<file path="config.mk">
export PLATFORM = sky130hd
export DESIGN_NAME = color_gradient_interpolator
export DESIGN_NICKNAME = d
export VERILOG_FILES = /design/src/hw/rtl/cgi_pkg.sv /design/src/hw/rtl/cgi_datapath.sv /design/src/hw/rtl/cgi_ctrl.sv /design/src/hw/rtl/color_gradient_interpolator.sv
export SDC_FILE = /design/constraint.sdc
export NUM_CORES = 2
export LEC_CHECK = 0
export ABC_AREA = 0
export CAP_MARGIN = 40
export CORE_MARGIN = 3
export CORE_UTILIZATION = 57
export CTS_CLUSTER_SIZE = 8
export DETAILED_ROUTE_END_ITERATION = 10
export DONT_BUFFER_PORTS = 1
export PLACE_DENSITY = 0.72
export SETUP_SLACK_MARGIN = 0.15
export SYNTH_ARGS = -nofsm -noshare
export SYNTH_HDL_FRONTEND = slang
export SYNTH_SLANG_ARGS = --single-unit
</file>
<file path="constraint.sdc">
create_clock -name clk -period 12.7 [get_ports clk]
set_input_delay 0 -clock clk [delete_from_list [all_inputs] [get_ports clk]]
set_output_delay 0 -clock clk [all_outputs]
set_load 0.01 [all_outputs]
</file>
<file path="src/hw/rtl/cgi_pkg.sv">
// Shared types and constants for the colour gradient interpolator.
`timescale 1ns / 1ps
package cgi_pkg;
  localparam int unsigned FRAC_BITS = 16;
  localparam int unsigned POS_W = FRAC_BITS + 1;
  localparam int unsigned CH_W  = 8;
  localparam int unsigned ST_W  = 3;

  localparam logic [ST_W-1:0] ST_COLOR_OK  = 3'd0;
  localparam logic [ST_W-1:0] ST_MALFORMED = 3'd1;
  localparam logic [ST_W-1:0] ST_ADD_OK    = 3'd2;
  localparam logic [ST_W-1:0] ST_ADD_RANGE = 3'd3;
  localparam logic [ST_W-1:0] ST_FULL      = 3'd4;

  // Commands from the controller to the datapath.
  typedef struct packed {
    logic load;      // capture the incoming request
    logic add_write; // append the captured frame
    logic scan_step; // examine the frame at the scan index
    logic div_start; // start the three channel divisions
    logic div_step;  // one quotient bit
    logic finish;    // form the result word
  } cgi_cmd_t;

  // Status from the datapath back to the controller.
  typedef struct packed {
    logic is_query;
    logic well_formed;
    logic scan_done;
    logic exact;
    logic need_blend;
    logic div_done;
  } cgi_stat_t;
endpackage

</file>
<file path="src/hw/rtl/cgi_datapath.sv">
// Datapath: keyframe store, scan registers, blend arithmetic and result register.
`timescale 1ns / 1ps
module cgi_datapath #(
  parameter int unsigned MAX_FRAMES = 16
) (
  input  logic                     clk,
  input  logic                     rst,
  input  cgi_pkg::cgi_cmd_t        cmd_bus,
  output cgi_pkg::cgi_stat_t       stat_bus,
  input  logic                     cmd,
  input  logic [cgi_pkg::POS_W-1:0] position,
  input  logic [cgi_pkg::CH_W-1:0] red_in,
  input  logic [cgi_pkg::CH_W-1:0] green_in,
  input  logic [cgi_pkg::CH_W-1:0] blue_in,
  output logic [cgi_pkg::CH_W-1:0] red_out,
  output logic [cgi_pkg::CH_W-1:0] green_out,
  output logic [cgi_pkg::CH_W-1:0] blue_out,
  output logic [cgi_pkg::ST_W-1:0] status,
  output logic                     well_formed
);
  localparam int unsigned IDX_W = (MAX_FRAMES > 1) ? $clog2(MAX_FRAMES) : 1;
  localparam int unsigned CNT_W = $clog2(MAX_FRAMES + 1);
  localparam int unsigned PW    = cgi_pkg::POS_W;
  localparam int unsigned CW    = cgi_pkg::CH_W;
  localparam int unsigned NUM_W = CW + PW + 1;
  localparam int unsigned QB_W  = $clog2(NUM_W + 1);
  localparam logic [PW-1:0] POS_ONE = PW'(1) << cgi_pkg::FRAC_BITS;
  localparam logic [CNT_W-1:0] MAX_CNT = CNT_W'(MAX_FRAMES);

  logic [PW-1:0]   pos_mem [MAX_FRAMES];
  logic [3*CW-1:0] col_mem [MAX_FRAMES];

  logic [CNT_W-1:0] frame_count;
  logic [1:0]       zero_cnt, one_cnt;
  logic [1:0]       zero_cnt_next, one_cnt_next;
  logic             req_cmd;
  logic [PW-1:0]    req_pos;
  logic [3*CW-1:0]  req_col;
  logic [CNT_W-1:0] scan_idx;
  logic [CNT_W-1:0] rd_idx;
  logic             exact, have_lo, have_hi;
  logic [PW-1:0]    lo_p, hi_p;
  logic [3*CW-1:0]  lo_c, hi_c, ex_c;
  logic [NUM_W-1:0] rem [3];
  logic [NUM_W-1:0] num [3];
  logic [CW-1:0]    quo [3];
  logic [QB_W-1:0]  bit_cnt;
  logic [PW-1:0]    range_r;

  logic [PW-1:0]   fp;
  logic [3*CW-1:0] fc;
  logic            wf_now, pos_bad, tbl_full, add_ok;
  logic [PW-1:0]   p_clamp;

  assign wf_now   = (zero_cnt == 2'd1) && (one_cnt == 2'd1);
  assign pos_bad  = req_pos > POS_ONE;
  assign tbl_full = frame_count >= MAX_CNT;
  assign add_ok   = !pos_bad && !tbl_full;
  assign p_clamp  = pos_bad ? POS_ONE : req_pos;
  assign zero_cnt_next = (add_ok && req_pos == '0 && zero_cnt != 2'd2) ?
                         zero_cnt + 2'd1 : zero_cnt;
  assign one_cnt_next  = (add_ok && req_pos == POS_ONE && one_cnt != 2'd2) ?
                         one_cnt + 2'd1 : one_cnt;

  // The store is read one entry ahead so that fp and fc hold the entry at scan_idx.
  assign rd_idx = cmd_bus.load ? '0 :
                  (cmd_bus.scan_step ? scan_idx + CNT_W'(1) : scan_idx);

  assign stat_bus.is_query    = req_cmd;
  assign stat_bus.well_formed = wf_now;
  assign stat_bus.scan_done   = exact || (scan_idx >= frame_count);
  assign stat_bus.exact       = exact;
  assign stat_bus.need_blend  = have_lo && have_hi;
  assign stat_bus.div_done    = bit_cnt == '0;

  always_ff @(posedge clk) begin
    if (cmd_bus.add_write && add_ok) begin
      pos_mem[frame_count[IDX_W-1:0]] <= req_pos;
      col_mem[frame_count[IDX_W-1:0]] <= req_col;
    end
    fp <= pos_mem[rd_idx[IDX_W-1:0]];
    fc <= col_mem[rd_idx[IDX_W-1:0]];
  end

  always_ff @(posedge clk) begin
    if (rst) begin
      frame_count <= '0;
      zero_cnt    <= '0;
      one_cnt     <= '0;
    end else if (cmd_bus.add_write && add_ok) begin
      frame_count <= frame_count + CNT_W'(1);
      zero_cnt    <= zero_cnt_next;
      one_cnt     <= one_cnt_next;
    end
  end

  always_ff @(posedge clk) begin
    if (cmd_bus.load) begin
      req_cmd  <= cmd;
      req_pos  <= position;
      req_col  <= {red_in, green_in, blue_in};
      scan_idx <= '0;
      exact    <= 1'b0;
      have_lo  <= 1'b0;
      have_hi  <= 1'b0;
    end else if (cmd_bus.scan_step) begin
      req_pos  <= p_clamp;
      scan_idx <= scan_idx + CNT_W'(1);
      if (fp == p_clamp) begin
        exact <= 1'b1;
        ex_c  <= fc;
      end else begin
        if (fp < p_clamp && (!have_lo || fp > lo_p)) begin
          have_lo <= 1'b1;
          lo_p    <= fp;
          lo_c    <= fc;
        end
        if (fp > p_clamp && (!have_hi || fp < hi_p)) begin
          have_hi <= 1'b1;
          hi_p    <= fp;
          hi_c    <= fc;
        end
      end
    end
  end

  // Restoring division, one quotient bit per cycle for all three channels.
  always_ff @(posedge clk) begin
    if (cmd_bus.div_start) begin
      range_r <= hi_p - lo_p;
      bit_cnt <= QB_W'(NUM_W);
      for (int i = 0; i < 3; i++) begin
        num[i] <= NUM_W'(lo_c[CW*(2-i) +: CW]) * NUM_W'(hi_p - req_pos)
                + NUM_W'(hi_c[CW*(2-i) +: CW]) * NUM_W'(req_pos - lo_p)
                + NUM_W'((hi_p - lo_p) >> 1);
        rem[i] <= '0;
        quo[i] <= '0;
      end
    end else if (cmd_bus.div_step) begin
      bit_cnt <= bit_cnt - QB_W'(1);
      for (int i = 0; i < 3; i++) begin
        logic [NUM_W:0] trial;
        trial = {rem[i], num[i][NUM_W-1]};
        num[i] <= num[i] << 1;
        if (trial >= (NUM_W+1)'(range_r)) begin
          rem[i] <= NUM_W'(trial - (NUM_W+1)'(range_r));
          quo[i] <= {quo[i][CW-2:0], 1'b1};
        end else begin
          rem[i] <= NUM_W'(trial);
          quo[i] <= {quo[i][CW-2:0], 1'b0};
        end
      end
    end
  end

  always_ff @(posedge clk) begin
    if (cmd_bus.finish) begin
      // An add reports the table shape as it stands after the add.
      well_formed <= req_cmd ? wf_now : ((zero_cnt_next == 2'd1) && (one_cnt_next == 2'd1));
      {red_out, green_out, blue_out} <= '0;
      if (!req_cmd) begin
        if (pos_bad)       status <= cgi_pkg::ST_ADD_RANGE;
        else if (tbl_full) status <= cgi_pkg::ST_FULL;
        else               status <= cgi_pkg::ST_ADD_OK;
      end else if (!wf_now) begin
        status <= cgi_pkg::ST_MALFORMED;
      end else begin
        status <= cgi_pkg::ST_COLOR_OK;
        if (exact) {red_out, green_out, blue_out} <= ex_c;
        else if (have_lo && have_hi) {red_out, green_out, blue_out} <= {quo[0], quo[1], quo[2]};
      end
    end
  end
endmodule

</file>
<file path="src/hw/rtl/cgi_ctrl.sv">
// Controller: sequences each request through add, scan, divide and result.
`timescale 1ns / 1ps
module cgi_ctrl (
  input  logic               clk,
  input  logic               rst,
  input  logic               in_valid,
  output logic               in_stall,
  output logic               out_valid,
  input  logic               out_stall,
  output cgi_pkg::cgi_cmd_t  cmd_bus,
  input  cgi_pkg::cgi_stat_t stat_bus
);
  typedef enum logic [2:0] {S_IDLE, S_DISPATCH, S_SCAN, S_DIV, S_FINISH, S_HOLD} state_t;
  state_t state;

  // Accept when idle, or when the waiting result is taken this cycle.
  logic take;
  assign in_stall = !((state == S_IDLE) || (state == S_HOLD && !out_stall));
  assign take = in_valid && !in_stall;

  always_comb begin
    cmd_bus = '0;
    cmd_bus.load = take;
    unique case (state)
      S_DISPATCH: begin
        if (!stat_bus.is_query) begin
          cmd_bus.add_write = 1'b1;
          cmd_bus.finish    = 1'b1;
        end else if (!stat_bus.well_formed) begin
          cmd_bus.finish = 1'b1;
        end
      end
      S_SCAN: begin
        if (stat_bus.scan_done) begin
          if (stat_bus.exact || !stat_bus.need_blend) cmd_bus.finish = 1'b1;
          else cmd_bus.div_start = 1'b1;
        end else begin
          cmd_bus.scan_step = 1'b1;
        end
      end
      S_DIV: begin
        if (stat_bus.div_done) cmd_bus.finish = 1'b1;
        else cmd_bus.div_step = 1'b1;
      end
      default: ;
    endcase
  end

  always_ff @(posedge clk) begin
    if (rst) begin
      state     <= S_IDLE;
      out_valid <= 1'b0;
    end else begin
      unique case (state)
        S_IDLE:     if (take) state <= S_DISPATCH;
        S_DISPATCH: state <= (!stat_bus.is_query || !stat_bus.well_formed) ? S_HOLD : S_SCAN;
        S_SCAN: begin
          if (stat_bus.scan_done)
            state <= (stat_bus.exact || !stat_bus.need_blend) ? S_HOLD : S_DIV;
        end
        S_DIV:    if (stat_bus.div_done) state <= S_HOLD;
        S_FINISH: state <= S_HOLD;
        S_HOLD: begin
          if (!out_stall) state <= take ? S_DISPATCH : S_IDLE;
        end
        default:  state <= S_IDLE;
      endcase
      if (cmd_bus.finish) out_valid <= 1'b1;
      else if (state == S_HOLD && !out_stall) out_valid <= 1'b0;
    end
  end
endmodule

</file>
<file path="src/hw/rtl/color_gradient_interpolator.sv">
// Top level of the colour gradient interpolator.
`timescale 1ns / 1ps
// A keyframe colour ramp. An add request appends a frame (position and RGB colour) to
// a table of MAX_FRAMES entries; a query request returns the colour at a position,
// either the exact colour of the earliest frame there or a rounded linear blend of the
// nearest frames below and above. Positions are unsigned fixed point with sixteen
// fraction bits. Queries answer only while the table holds exactly one frame at 0 and
// one at 1.0, otherwise they return black with a malformed status.
// Each request yields exactly one result. An add, like a malformed query, is finished in
// the dispatch state; a query on a well-formed table scans the stored frames (the table
// is read one entry a cycle) and then runs the bit-serial division when a blend is
// needed. A new request is accepted in the cycle its predecessor's result is taken.
// The table is not cleared at reset; only written entries are ever used.
module color_gradient_interpolator #(
  parameter int unsigned MAX_FRAMES = 16
) (
  input  logic        clk,
  input  logic        rst,
  input  logic        in_valid,
  output logic        in_stall,
  input  logic        cmd,
  input  logic [cgi_pkg::POS_W-1:0] position,
  input  logic [7:0]  red_in,
  input  logic [7:0]  green_in,
  input  logic [7:0]  blue_in,
  output logic        out_valid,
  input  logic        out_stall,
  output logic [7:0]  red_out,
  output logic [7:0]  green_out,
  output logic [7:0]  blue_out,
  output logic [2:0]  status,
  output logic        well_formed
);
  cgi_pkg::cgi_cmd_t  cmd_bus;
  cgi_pkg::cgi_stat_t stat_bus;

  cgi_ctrl u_ctrl (
    .clk, .rst, .in_valid, .in_stall, .out_valid, .out_stall, .cmd_bus, .stat_bus
  );

  cgi_datapath #(.MAX_FRAMES(MAX_FRAMES)) u_dp (
    .clk, .rst, .cmd_bus, .stat_bus, .cmd, .position, .red_in, .green_in, .blue_in,
    .red_out, .green_out, .blue_out, .status, .well_formed
  );
endmodule

</file>
* After elaboration in Yosys (flattened, before gate mapping) *
Memories as Yosys holds them, arrays and structs flattened. A register that Yosys moved wholly into a read port is not among the register bits.
Index checks and enable logic that the tools add are counted.

storage, ports and cells
  input bits = 46
  memories kept = 5
  output and inout bits = 30
  RAM bits = 836
  register bits = 219
  logic and storage cells = 227

memory list
  memory        words  bits a word  rd ports  clocked after memory_dff  wr ports  line                RTL
  u_dp.col_mem  16     24           1         1                         1         cgi_datapath.sv:31  logic [3*CW-1:0] col_mem [MAX_FRAMES];
  u_dp.pos_mem  16     17           1         1                         1         cgi_datapath.sv:30  logic [PW-1:0] pos_mem [MAX_FRAMES];
  u_dp.num      3      26           3         0                         3         cgi_datapath.sv:45  logic [NUM_W-1:0] num [3];
  u_dp.rem      3      26           3         0                         3         cgi_datapath.sv:44  logic [NUM_W-1:0] rem [3];
  u_dp.quo      3      8            3         0                         3         cgi_datapath.sv:46  logic [CW-1:0] quo [3];

cells by class
  reduce and logical (&&, ||, !) cells = 41
  equal/unequal tests = 17
  $mul = 6
  mux-type cells = 88
  add/subtract/negate cells = 18
  bitwise gates (word level) = 17
  $lt $le $gt $ge = 10

operators with widths
  cell                                                           number
  26-bit 2-to-1 mux                                              9
  8-bit by 26-bit multiplier with 26-bit output                  6
  8-bit 2-to-1 mux                                               12
  27-bit by 17-bit >= comparator with 1-bit output               3
  26-bit by 25-bit adder with 26-bit output                      3
  26-bit adder                                                   3
  26-bit by 17-bit subtractor with 26-bit output                 3
  17-bit by 17-bit subtractor with 18-bit output                 3
  17-bit 2-to-1 mux                                              3
  1-bit 2-to-1 mux                                               48
  17-bit greater-than comparator                                 2
  17-bit less-than comparator                                    2
  3-bit 2-to-1 mux                                               9
  3-bit case mux with 6 select lines                             1
  17-bit == test                                                 1
  17-bit == test, second input constant                          1
  17-bit greater-than comparator, second input constant          1
  17-bit logical NOT                                             1
  17-bit subtractor                                              1
  1-bit bitwise OR                                               15
  1-bit logical AND                                              13
  4-bit AND reduction                                            3
  5-bit by 1-bit adder with 5-bit output, second input constant  2
  2-bit inequality test, second input constant                   5
  other kinds (20)                                               47

* Depth between registers and ports, before layout *
  depth after elaboration = 10
  mapped depth = 36
  depth with buffers taken out = 35

* By module *
From an unflattened synthesis, not the netlist that was laid out.

unflattened totals
  cells, all modules = 6807
  area total of the unflattened synthesis = 79729.0 um2

modules (own cells, without submodules)
  module        area each (um2)  seq. area each (um2)  times used  cells each
  cgi_datapath  79313.6          32150.8               1           6753
  cgi_ctrl      415.4            80.1                  1           54

* Least setup slack after synthesis *
Ideal clock, no wire load.

  kind = register to register
  start point = register u_dp.req_pos[1]
  end point = memory u_dp.num[0][76] in the netlist's numbering, data pin
  stages on the path, launching flop included = 33
  data arrival time = 7.970 ns
  buffers on the path = 1
  period minus slack after synthesis = 8.238 ns
  setup time = 0.268 ns
  data required time = 12.432 ns
  setup slack = 4.462 ns
  cells stage by stage = edfxtp_1 inv_1 ha_1 nor2b_1 o21ai_0 a21boi_0 o41ai_2 o21ai_0 or2_2 xor2_1 clkbuf_1 nand2_1 fa_1 inv_1 fa_1 inv_1 fa_1 inv_1 fa_1 fa_1 inv_1 fa_1 inv_1 ha_1 a21o_1 a211oi_1 o21ai_0 o21ai_0 a31oi_1 or4_1 a31oi_1 xor2_1 o21ai_0

RTL lines
  what                    line                 RTL
  from (decl)             cgi_datapath.sv:37   logic [PW-1:0] req_pos;
  from (signal assigned)  cgi_datapath.sv:100  req_pos <= position;
  from (signal assigned)  cgi_datapath.sv:107  req_pos <= p_clamp;
  to (decl)               cgi_datapath.sv:45

==> PnR_summary.wiki <==
{| class="wikitable"
! Metric !! Value
|-
| Result of the run || finished clean
|-
| NumNets Final || 8501
|-
| Antenna violation net count after detailed routing || 0
|-
| Share of async-settable or async-resettable flops after synthesis || 0%
|-
| Remaining max-slew budget at the tightest pin || 31.2%
|-
| Post-route clock period utilization || 73.8%
|-
| YS warnings || 0
|-
| Sinks on the clock net || 1096
|-
| Total standard cell area after synthesis || 79500 sq um
|-
| Commonest non-fill, non-tap cell in the layout || inv_1
|-
| Die width || 380 um
|-
| HPWL after detailed placement || 134000 um
|-
| Total negative slack || 0 ps
|-
| Routed vias || 52618
|-
| RSZ-0062 raised after global routing || false
|-
| Most used flip-flop cell after synthesis || edfxtp_1
|-
| Sort of element at the end of the critical path || flop
|-
| Number of flops mapped to enable cells by yosys || 1028
|-
| Die Height || 380 um
|-
| Site row count || 136
|-
| Worst hold path type || in -> reg
|-
| Number of pins with negative max-slew slack in the final report || 0
|-
| Boundary pin count || 76
|-
| Final Critical Period || 9370 ps
|-
| Post-CTS sizing || 0
|-
| Wire length of the first global-routing pass || 310000 um
|-
| Worst path required time || 13200 ps
|-
| First-pass iteration count of the detailed router || 6
|-
| Final global-route overflow total || 0
|-
| Number of antenna violations at the first check in global routing || 7
|-
| Dominant cell type by count on the critical path || fa_1
|-
| Setup slack after placement || 3400 ps
|-
| All-layer global routing usage || 27.8%
|-
| Hold_buf cts || 72
|-
| Final number of hold-violating endpoints || 0
|-
| Layout area overhead || 10.2%
|-
| CP Launch Type || flop
|-
| Routed WL per cell || 21.5 um
|-
| Fraction of layout cells with a size suffix above 1 || 5.45%
|-
| Count of different cell masters after synthesis || 77
|-
| Clock root cell || clkbuf_16
|-
| Nets in the synthesized netlist || 8460
|-
| CTS clock-pin slew for the worst setup and hold paths || 50 ps
|-
| Starting utilization of the core area || 57.6%
|-
| Post-CTS setup repair buffer count || 0
|-
| Die area || 144000 sq um
|-
| Routability Congestion || 0.913
|-
| Slew at the pin closest to its max-slew limit || 1030 ps
|-
| Number of max-cap violations || 0
|-
| Worst-skew pair later-pin latency || 790 ps
|-
| Critical Path Fanout Max || 26
|-
| Crit path DAT || 9880 ps
|-
| Post-Synthesis Mean Instance Area || 11.1 sq um
|-
| Quantity of I/O buffers inserted on ports || 0
|-
| Filler cell count in the final layout || 10580
|-
| Post-route DRC || 0
|-
| Largest net degree at the start of global routing || 114
|-
| Average via count per standard cell || 5.74
|-
| # setup viols final || 0
|-
| Worst clock skew || 91.1 ps
|-
| Antenna diode instance count || 0
|-
| Maximum achievable frequency || 107 MHz
|-
| Crit path max-delay cell type || edfxtp_1
|-
| Via count of the first global-routing pass || 54724
|-
| Number of H-tree levels || 4
|-
| Kind of critical path || reg -> reg
|-
| Number of DRC markers after the initial detailed-route iteration || 4684
|-
| Total Wirelength || 198000 um
|-
| Syn Inst Count || 7179
|-
| Number of synthesized register bits || 1096
|-
| Proportion of synthesized chip area in sequential cells || 40.5%
|-
| Std-Cell Core Area || 138000 sq um
|-
| CTS Buffer Depth || 3
|-
| TritonCTS clock tree || built
|-
| Worst Setup Slack, final || 3330 ps
|-
| CTS buffer count || 159
|-
| Commonest cells after routing, fill and taps aside || inv_1, nand2_1, edfxtp_1, fa_1, and2_1
|-
| Delay of the slowest critical-path stage || 720 ps
|}
final cells by class:
class,instances,area (sq um),area share (%)
multi-input cells,4593,42000,48.0
well taps,1863,2330,2.66
repair buffers,189,1920,2.19
clock inverters,22,420,0.480
inverters,1181,4450,5.08
clock buffers,228,4250,4.85
flip-flops and latches,1096,32200,36.8
metrics by stage:
| step | utilization [%] | cells | hold slack (ps) | area (sq um) |
|---|---|---|---|---|
| 4_1_cts | 63.5 | 9171 | 36.4 | 87600 |
| 3_5_place_dp | 59.6 | 8849 | 76.5 | 82200 |
| 2_1_floorplan | - | 7179 | 69.1 | 79500 |
| 6_report | 63.5 | 9172 | 76.2 | 87600 |
| 3_3_place_gp | 59.2 | 8826 | 73.0 | 81800 |
| 5_1_grt | 63.5 | 9172 | 75.1 | 87600 |
registers in the layout, indices dropped and copies added, names as in the netlist, 5 cells and up, named ones only:
| register | count |
|---|---|
| u_dp.col_mem | 384 |
| u_dp.pos_mem | 272 |
| u_dp.num | 78 |
| u_dp.rem | 78 |
| u_dp.ex_c | 24 |
| u_dp.fc | 24 |
| u_dp.hi_c | 24 |
| u_dp.lo_c | 24 |
| u_dp.quo | 24 |
| u_dp.req_col | 24 |
| u_dp.fp | 17 |
| u_dp.hi_p | 17 |
| u_dp.lo_p | 17 |
| u_dp.range_r | 17 |
| u_dp.req_pos | 16 |
| u_dp.blue_out | 8 |
| u_dp.green_out | 8 |
| u_dp.red_out | 8 |
| u_dp.bit_cnt | 5 |
| u_dp.frame_count | 5 |
| u_dp.scan_idx | 5 |
final timing paths:
check / from / end / slack (ps) / cells past startpoint
setup reg to reg: u_dp.req_pos[1] / u_dp.num[0][51] / 3330 / 31
hold reg to reg: u_dp.num[0][47] / u_dp.num[0][48] / 470 / 2
hold / removal: position[1] / u_dp.req_pos[1] / 80 / 3
setup / recovery: u_dp.req_pos[1] / u_dp.num[0][51] / 3330 / 31
synthesized netlist by cell type (38+ instances only):
cell type     n  area (sq um)
clkbuf_1    208           781
nor2b_1      89           557
a32oi_1      41           359
nor3_1       45           225
inv_1      1176          4410
buf_2        52           260
nor2_1      301          1130
a21oi_1     267          1340
o21ai_0     156           781
fa_1        894         17900
xnor2_1     130          1140
o221ai_1     41           359
nand2b_1     38           238
mux2i_1     293          2930
nand2_1    1056          3960
and2_1      377          2360
xor2_1       82           718
dfxtp_1      68          1360
ha_1        341          4270
a21o_1       62           465
edfxtp_1   1028         30900
metal layers:
metal	share of wire [%]	vias to the layer above	global-route usage [%]
li1	-	23411	-
met1	39	26608	36.3
met2	48	2127	46.1
met3	7.9	472	4.48
met4	5.0	0	12.4
met5	0	-	0
kinds of logic after synthesis:
kind of cell / after synthesis / synth area share (%)
AOI/OAI and AO/OA: 791 / 6.37
adders and majority gates: 1235 / 27.9
and+or+nand+nor: 2061 / 11.9
buffers and inverters: 1490 / 7.32
DFF: 1096 / 40.5
xor gates and xnor gates: 212 / 2.33
muxes: 294 / 3.70
critical path: cells and delay by family (launching register included):
kind | cells | cell delay, ps
xor gates and xnor gates | 1 | 170
buffers and inverters | 5 | 840
and+or+nand+nor | 5 | 490
DFF | 1 | 720
adders and majority gates | 8 | 3790
AOI/OAI and AO/OA | 12 | 3090
Power is not shown: default switching activity piles up to over one toggle a cycle in this logic, so the estimate is an artifact.
